`src/rtl/ilm_pkg.sv`:
```
// Shared constants, types and lattice index helpers for the Ising Metropolis engine.
package ilm_pkg;

    localparam int SIDE      = 32;
    localparam int COORD_W   = (SIDE > 1) ? $clog2(SIDE) : 1;
    localparam int ROWS      = SIDE * SIDE;
    localparam int ROW_W     = $clog2(ROWS);
    localparam int SITES     = SIDE * SIDE * SIDE;
    localparam int FIELD_W   = 5;
    localparam int RAND_W    = 16;
    localparam int THR_W     = 17;
    localparam int MAG_W     = 17;
    localparam int NB_W      = 3;
    localparam int CFG_IDX_W = 2;

    localparam logic [CFG_IDX_W-1:0] CFG_THR_4  = CFG_IDX_W'(0);
    localparam logic [CFG_IDX_W-1:0] CFG_THR_8  = CFG_IDX_W'(1);
    localparam logic [CFG_IDX_W-1:0] CFG_THR_12 = CFG_IDX_W'(2);

    localparam logic CMD_LOAD    = 1'b0;
    localparam logic CMD_ATTEMPT = 1'b1;

    localparam logic signed [MAG_W-1:0] MAG_RESET = MAG_W'(SITES);
    localparam logic signed [MAG_W-1:0] MAG_STEP  = MAG_W'(2);

    typedef struct packed {
        logic [THR_W-1:0] thr_4;
        logic [THR_W-1:0] thr_8;
        logic [THR_W-1:0] thr_12;
    } thr_t;

    typedef struct packed {
        logic                    spin_now;
        logic                    flipped;
        logic signed [MAG_W-1:0] magnetization;
    } result_t;

    function automatic logic [COORD_W-1:0] coord_reduce(input logic [FIELD_W-1:0] v);
        return COORD_W'(v % SIDE);
    endfunction

    function automatic logic [COORD_W-1:0] wrap_up(input logic [COORD_W-1:0] c);
        return (c == COORD_W'(SIDE - 1)) ? '0 : COORD_W'(c + 1'b1);
    endfunction

    function automatic logic [COORD_W-1:0] wrap_down(input logic [COORD_W-1:0] c);
        return (c == '0) ? COORD_W'(SIDE - 1) : COORD_W'(c - 1'b1);
    endfunction

    function automatic logic [ROW_W-1:0] row_addr(input logic [COORD_W-1:0] x,
                                                  input logic [COORD_W-1:0] y);
        return ROW_W'(x * SIDE + y);
    endfunction

endpackage

```
`src/rtl/ilm_cfg.sv`:
```
// Acceptance threshold registers written through the configuration channel.
module ilm_cfg
    import ilm_pkg::*;
(
    input  logic                 clk,
    input  logic                 rst_n,
    input  logic                 cfg_valid,
    output logic                 cfg_ready,
    input  logic [CFG_IDX_W-1:0] cfg_index,
    input  logic [THR_W-1:0]     cfg_data,
    output thr_t                 thr
);

    thr_t thr_reg;

    assign cfg_ready = 1'b1;
    assign thr       = thr_reg;

    always_ff @(posedge clk or negedge rst_n)
    begin
        if (!rst_n)
        begin
            thr_reg <= '0;
        end
        else if (cfg_valid)
        begin
            case (cfg_index)
                CFG_THR_4:  thr_reg.thr_4  <= cfg_data;
                CFG_THR_8:  thr_reg.thr_8  <= cfg_data;
                CFG_THR_12: thr_reg.thr_12 <= cfg_data;
                default:    thr_reg        <= thr_reg;
            endcase
        end
    end

endmodule

```
`config.mk`:
```
export PLATFORM = sky130hd
export DESIGN_NAME = ilm_cfg
export DESIGN_NICKNAME = d
export VERILOG_FILES = /design/src/rtl/ilm_pkg.sv /design/src/rtl/ilm_cfg.sv
export SDC_FILE = /design/constraint.sdc
export NUM_CORES = 1
export LEC_CHECK = 0
export BUFFER_PORTS_ARGS = -buffer_cell sky130_fd_sc_hd__buf_2
export CORE_ASPECT_RATIO = 1.25
export CORE_UTILIZATION = 48
export DETAILED_ROUTE_END_ITERATION = 8
export MAX_ROUTING_LAYER = met4
export PLACE_DENSITY = 0.76
export SLEW_MARGIN = 20
export SYNTH_ARGS = -nofsm -noshare
export SYNTH_HDL_FRONTEND = slang
export SYNTH_SLANG_ARGS = --single-unit
export TNS_END_PERCENT = 5
```
`constraint.sdc`:
```
create_clock -name clk -period 0.8 [get_ports clk]
set_input_delay 0.16 -clock clk [delete_from_list [all_inputs] [get_ports clk]]
set_output_delay 0.16 -clock clk [all_outputs]
set_load 0.03 [all_outputs]
```
# --- After elaboration in Yosys (flattened, before gate mapping) ---
# Cells that the tools add are included.
classes:
  eq_ne: 2
  n_reduce_logical: 4
op_table:
  columns: ["operator", "count"]
  rows:
  - ["AND reduction 2 bit", 3]
  - ["equality test 2 x 1 -> 1 bit (second input constant)", 1]
  - ["equality test 2 bit (second input constant)", 1]
  - ["logical NOT 2 bit", 1]
totals:
  register_bits: 51
  in_bits: 22
  output_inout_bits: 52
  wordCells: 9

# --- Depth between registers and ports, before layout ---
# Gate-level depths: netlist of run 1.
depth:
  word_depth: 2
  depth_mapped: 3
  ltp_nobuf: 2

# --- Worst setup path before layout of run 1 ---
# OpenSTA, ideal clock, no wires.
synth_timing:
  kind: "input-to-reg"
  startpoint: "input cfg_index[0]"
  endpoint: "register thr_reg, in the netlist thr[34]"
  setup_ps: 125
  arrival_ps: 1016
  required_time_ps: 675
  slack_ps: -340
  cell_stages: 3
  path_buffers: 1
  cell_sequence: "nor3b_4 -> buf_6 -> mux2_2"
synth_via:
  elab_chain_cells: 2
synth_lines:
  columns: ["element", "line", "rtl"]
  rows:
  - ["start: declaration", "ilm_cfg.sv:9", "input logic [CFG_IDX_W-1:0] cfg_index,"]
  - ["logical NOT 2 bit", "ilm_cfg.sv:27", "case (cfg_index)"]
  - ["AND reduction 2 bit (no source line)", null, null]
  - ["end signal: assignment", "ilm_cfg.sv:31", "default: thr_reg <= thr_reg;"]
  - ["end: declaration", "ilm_cfg.sv:14", "thr_t thr_reg;"]
# No other way between the ends.
# A chain may end at the register's enable or synchronous reset.

# --- Worst setup path in the final report of run 1 ---
layout_timing:
  startpoint: "register thr_reg, in the netlist thr[49]"
  endpoint: "output thr[49] (netlist name)"
layout_rtl:
  columns: ["element", "line", "rtl"]
  rows:
  - ["end: declaration", "ilm_cfg.sv:11", "output thr_t thr"]
# No word-level cell between the ends.

==> flow_metrics.py, run 1 <==
metrics = {
    "power": {
        "combPwrFrac_pct": 37.7,
        "peakVddDrop_v": 0.001652,
        "power.density_nw_per_um2": 2716,
        "p_switching_w": 0.002647,
        "cellLeakagePower_nw": 1.409,
        "p_int_w": 0.005364,
        "p_sw_share_pct": 33.04,
        "seqPwrFrac_pct": 42.9,
        "p_clk_share_pct": 19.4,
    },
    "placement": {
        "port_buffers": 72,
        "place.gp.congestion": 0.7353,
        "place_ws_ps": -378.5,
        "hpwl_um": 2628,
    },
    "sta": {
        "timing.final.crit_share_pct": 127.2,
        "setup_viol": 71,
        "finalHoldViolCount": 0,
        "rsz0062_at_grt": "yes",
        "fin_crit_ps": 1017,
        "fin_worst_skew_ps": 0,
        "fin_ws_ps": -217.5,
        "fmax_mhz": 982.8,
        "maxSlewViolCount": 0,
    },
    "logic_synthesis": {
        "yosys_warnings": 0,
        "synth_common_cells": "dfrtp_1, mux2_2, buf_4, nand3b_2",
        "postSynthCellCount": 110,
        "synth-edff-count": 0,
        "yosys.area.top_type": "dfrtp_1",
        "avgSynthCellArea_um2": 17.60,
        "synth_top_area_share_pct": 65.93,
        "synth_seq_cells": 51,
        "ys_async_sr_fraction_pct": 100.0,
        "ys_seq_area_share_pct": 65.93,
        "syn_area_um2": 1936,
        "ys_top_cells_by_area": "dfrtp_1, mux2_2, nand3b_2",
        "synthFlopType": "dfrtp_1",
        "synth_cell_types": 8,
        "synth_nets": 132,
    },
    "critical_path": {
        "reg2regPathDepth": 3,
        "crit_buf_inv": 1,
        "crit_family": "flip-flops",
        "rrSetupSlack_ps": -190,
        "cp.required_ps": 640,
        "path_max_fanout": 2,
        "cp_cell_sequence": "buf_6",
        "slowest_stage": "dfrtp_1",
        "reg2reg_to": "thr[32]",
        "arrival_ps": 860,
        "start_kind": "flip-flop",
        "r2r-start": "thr[32]",
        "critical_path_class": "flip-flop to output port",
        "endpoint_kind": "output port",
        "cp_slowest_stage_delay_ps": 410,
    },
    "global_routing": {
        "grt_pass1_wl_um": 6706,
        "grt_overflow_total": 0,
        "grt_util_all_layers_pct": 22.34,
        "first_global_vias": 1377,
        "grt_max_degree": 52,
        "antenna_found_initial": 0,
    },
    "final_layout": {
        "largest_reg_flops": 51,
        "seqCellArea_um2": 1276,
        "multi_input_area_um2": 675.6,
        "layout-drive-gt1-share_pct": 72.96,
        "nNetsFinal": 217,
        "insertedDiodeCount": 0,
        "syn2layout_area_growth_pct": 52.36,
        "final_util_pct": 77.28,
        "final.fill_count": 237,
    },
    "routing": {
        "drtIter0Drc": 38,
        "vias": 1241,
        "via_per_inst": 4.964,
        "drtPass1Iterations": 3,
        "postRouteAntennaNets": 0,
        "drt_wl_total_um": 4165,
        "drc": 0,
        "avgRoutedWirePerCell_um": 16.66,
    },
    "floorplan": {
        "ios": 74,
        "die_h_um": 73.00,
        "dieArea_um2": 4292,
        "die_x_um": 58.80,
        "num_rows": 25,
        "initial_utilization_pct": 50.72,
        "core_area_um2": 3816,
    },
    "clock_tree": {
        "clkLatencyLatePin_ps": 290,
        "cts.clk_slew.worst_paths_ps": 90,
        "clock-root-buffer": "clkbuf_8",
        "clock_sinks": 51,
        "cts-buffers-inserted": 5,
        "clk_path_buf_depth": 2,
        "cts_tree": "done",
        "h-tree-depth": 2,
    },
    "min_path": {
        "hold_start": "cfg_data[0]",
        "min_path_type": "input port to flip-flop",
        "hold-path-endpoint": "thr[34]",
        "min_path_cells": 2,
    },
    "outcome": {
        "violations": "setup timing",
        "status": "finished with violations",
    },
    "flow_run": {
        "drv_cap": 0,
    },
}
-- through the flow --
stage          cell area (µm²)  setup TNS, ps  power (W)  instances  hold WS (ps)
6_report                  2949         -10980   0.008011        250         119.1
5_1_grt                   2949         -12680   0.008338        250         113.7
4_1_cts                   2885         -11140   0.007955        249         116.1
3_5_place_dp              2404         -16500   0.005626        236         173.6
3_3_place_gp              2404         -15260   0.005540        236         163.7
2_1_floorplan             1936         -10570   0.004840        110        -135.6
-- area by class of cell --
cell class                 count  share of cell area, %
clock buffer                   7                  3.267
clock inverter                 1                 0.2546
multi-input combinational     55                  22.91
sequential                    51                  43.28
tap                           54                  2.291
timing repair buffer          82                  28.00
-- layout by cell type, fill, tap and decap left out, drive strengths merged --
| master | instances |
|---|---|
| clkbuf | 7 |
| nand3b | 2 |
| nor3b | 1 |
| mux2 | 51 |
| dlygate4sd3 | 1 |
| dfrtp | 51 |
| buf | 81 |
| clkinvlp | 1 |
| conb | 1 |
-- worst max-delay path by stage --
stage,slack [ps],end,startpoint,cells after the start
floorplan,-340,thr[34],cfg_index[0],3
global placement,-350,thr[43],cfg_index[0],4
detailed placement,-380,thr[35],cfg_index[0],4
CTS,-220,thr[41],thr[41],1
global route,-250,thr[42],thr[42],1
finish,-220,thr[49],thr[49],1
-- power by group through the flow --
stage	Clock, W	Combinational [W]	Sequential (W)
2_1_floorplan	0	0.000503	0.00434
3_3_place_gp	0	0.00222	0.00332
3_5_place_dp	0	0.00227	0.00335
4_1_cts	0.00160	0.00294	0.00342
5_1_grt	0.00169	0.00316	0.00349
6_report	0.00155	0.00302	0.00343
-- worst reg2reg max path, cell delays in order (launching register included) --
cell	delay, ps
dfrtp_1	390
buf_4	130
buf_4	120
mux2_4	250
-- kinds of logic (layout without fill, tap and decap cells) --
group                  Yosys count  in the layout  share of synthesized area [%]
buffers and inverters            4             90                          2.068
DFF                             51             51                          65.93
muxes                           51             51                          29.67
other                            1              1                         0.1937
and+or+nand+nor                  3              3                          2.133
-- what timing repair did --
| action | CTS | global route |
|---|---|---|
| resized for setup | 108 | 15 |
| setup endpoints to repair | 69 | 77 |
| endpoints found under the hold margin | 51 | 0 |
| setup buffers | 4 | 1 |
| pin swaps | 1 | 0 |
| hold buffers | 1 | 0 |
-- metal layers --
metal	global-route usage, %	vias to the layer above	wire length, µm
met3	3.901	4	189
li1	-	557	-
met1	25.03	631	1594
met2	39.65	49	2342
met4	7.672	0	37
met5	-	-	0
Note: power is estimated with default switching activity, not from simulation.
==> inputs of run 2 (changes only) <==
--- a/config.mk
+++ b/config.mk
@@ -6,11 +6,13 @@
 export NUM_CORES = 1
 export LEC_CHECK = 0
 export BUFFER_PORTS_ARGS = -buffer_cell sky130_fd_sc_hd__buf_2
+export CELL_PAD_IN_SITES_DETAIL_PLACEMENT = 0
+export CELL_PAD_IN_SITES_GLOBAL_PLACEMENT = 1
 export CORE_ASPECT_RATIO = 1.25
-export CORE_UTILIZATION = 48
+export CORE_UTILIZATION = 38
 export DETAILED_ROUTE_END_ITERATION = 8
 export MAX_ROUTING_LAYER = met4
-export PLACE_DENSITY = 0.76
+export PLACE_DENSITY = 0.74
 export SLEW_MARGIN = 20
 export SYNTH_ARGS = -nofsm -noshare
 export SYNTH_HDL_FRONTEND = slang
==> constraint.sdc (replaced) <==
create_clock -name clk -period 0.8 [get_ports clk]
set_input_delay 0.16 -clock clk [delete_from_list [all_inputs] [get_ports clk]]
set_output_delay 0.16 -clock clk [all_outputs]
set_load 0.1 [all_outputs]
==> run 2 against run 1 <==
Net effect:
- the run still ends with setup timing left
- sequential power is 9.0% higher
- die area is 25% higher
- critical path type unchanged
- worst hold slack worse by 0.55 ps
- register-to-register slack better by 20 ps
==> flow_metrics.py, run 2 (synthesized netlist as in run 1, its figures left out) <==
metrics = {
    "floorplan": {
        "die_x_um": 65.84,
        "dieArea_um2": 5385,
        "ios": 74,
        "die_h_um": 81.80,
        "core_area_um2": 4800,
        "num_rows": 28,
        "initial_utilization_pct": 40.33,
    },
    "clock_tree": {
        "clock-root-buffer": "clkbuf_8",
        "cts_tree": "done",
        "clk_path_buf_depth": 2,
        "cts.clk_slew.worst_paths_ps": 100,
        "cts-buffers-inserted": 5,
        "h-tree-depth": 2,
        "clkLatencyLatePin_ps": 300,
        "clock_sinks": 51,
    },
    "critical_path": {
        "arrival_ps": 980,
        "cp-startpoint": "thr[13]",
        "cp_slowest_stage_delay_ps": 500,
        "r2r-start": "thr[11]",
        "start_kind": "flip-flop",
        "cp.required_ps": 640,
        "path_max_fanout": 2,
        "critical_path_class": "flip-flop to output port",
        "reg2regPathDepth": 2,
        "crit_family": "flip-flops",
        "endpoint_kind": "output port",
        "cp.depth": 1,
        "crit_buf_inv": 1,
        "slowest_stage": "dfrtp_4",
        "cp_cell_sequence": "buf_12",
    },
    "global_routing": {
        "first_global_vias": 1457,
        "grt_util_all_layers_pct": 19.67,
        "grt_pass1_wl_um": 7562,
        "grt_overflow_total": 0,
        "antenna_found_initial": 0,
        "grt_max_degree": 26,
    },
    "routing": {
        "postRouteAntennaNets": 0,
        "drc": 0,
        "dr_wl_met3_um": 233,
        "wl_met1_um": 1878,
        "drtPass1Iterations": 2,
        "vias": 1263,
        "dr_wl_met2_um": 2305,
        "drt_wl_total_um": 4465,
        "avgRoutedWirePerCell_um": 17.31,
        "drtIter0Drc": 31,
        "top_layer_used": "met4",
        "via_per_inst": 4.895,
    },
    "sta": {
        "fin_worst_skew_ps": 0,
        "maxSlewViolCount": 0,
        "fin_crit_ps": 1135,
        "setup_viol": 93,
        "timing.final.crit_share_pct": 141.9,
        "fmax_mhz": 880.9,
        "fin_ws_ps": -335.2,
        "rsz0062_at_grt": "yes",
        "finalHoldViolCount": 0,
    },
    "min_path": {
        "min_path_type": "input port to flip-flop",
        "hold_start": "cfg_data[16]",
        "min_path_cells": 2,
    },
    "final_layout": {
        "largest_reg_flops": 51,
        "layout-drive-gt1-share_pct": 98.99,
        "syn2layout_area_growth_pct": 86.62,
        "insertedDiodeCount": 0,
        "final_cell_mix": "buf_12, dfrtp_2, mux2_4",
        "fin_area_um2": 3612,
        "final_util_pct": 75.26,
        "nNetsFinal": 219,
        "final_common_cell": "buf_12",
    },
    "placement": {
        "dpl_cell_area_um2": 3357,
        "port_buffers": 72,
        "place.gp.congestion": 0.7067,
    },
    "power": {
        "cellLeakagePower_nw": 1.638,
        "peakVddDrop_v": 0.001979,
        "power.density_nw_per_um2": 3435,
    },
    "outcome": {
        "status": "finished with violations",
        "violations": "setup timing",
    },
    "flow_run": {
        "drv_cap": 0,
    },
}
## run 2: worst register-to-register path: cells and delay by family (launching register included)
family	cells	cell delay (ps)
buf+inv	1	120
flops	1	500
mux	1	240
## run 2: layer usage
| layer | global-route usage [%] | vias to the layer above |
|---|---|---|
| met3 | 3.611 | 5 |
| li1 | - | 560 |
| met1 | 24.32 | 644 |
| met4 | 6.957 | 0 |
| met2 | 32.24 | 54 |
| met5 | - | - |
## run 2: per-stage QoR
step / instances / hold slack (ps) / worst slack, ps / TNS [ps] / power [W]
5_1_grt: 258 / 114.8 / -371.8 / -17470 / 0.01277
4_1_cts: 257 / 106.3 / -349.6 / -15510 / 0.01244
6_report: 258 / 118.6 / -335.2 / -15140 / 0.01241
3_3_place_gp: 248 / 36.07 / -367.8 / -16520 / 0.01032
3_5_place_dp: 248 / 41.94 / -412.1 / -17900 / 0.01042
2_1_floorplan: 110 / -135.6 / -341.7 / -13670 / 0.007645
## run 2: timing repair
item                                    CTS  global route
hold buffers                              1             0
gates cloned                              0             0
pin swaps                                 1             0
resized for setup                        25             7
endpoints found under the hold margin    51             0
endpoints found under the setup margin  100           102
buffers inserted                          0             1
## run 2: final cells by class
type | instances | area (µm²)
timing repair buffer | 84 | 1329
multi-input combinational | 55 | 737.0
fill | 289 | 1187
tap | 60 | 75.07
clock inverter | 2 | 38.79
clock buffer | 6 | 82.58
sequential | 51 | 1350
## run 2: worst paths after layout
| kind | endpoint | slack [ps] |
|---|---|---|
| worst max register to register | thr[11] | -170 |
| worst min register to register | thr[29] | 560 |
| max in group asynchronous | thr[11] | 130 |
| worst min-delay path | thr[16] | 120 |
| min in group asynchronous | thr[0] | 240 |
| worst max-delay path | thr[13] | -340 |
## run 2: where the power goes
group          switching (W)  internal (W)  total (W)
Combinational        0.00423       0.00256    0.00679
Sequential          0.000559       0.00318    0.00374
Clock               0.000845       0.00103    0.00187
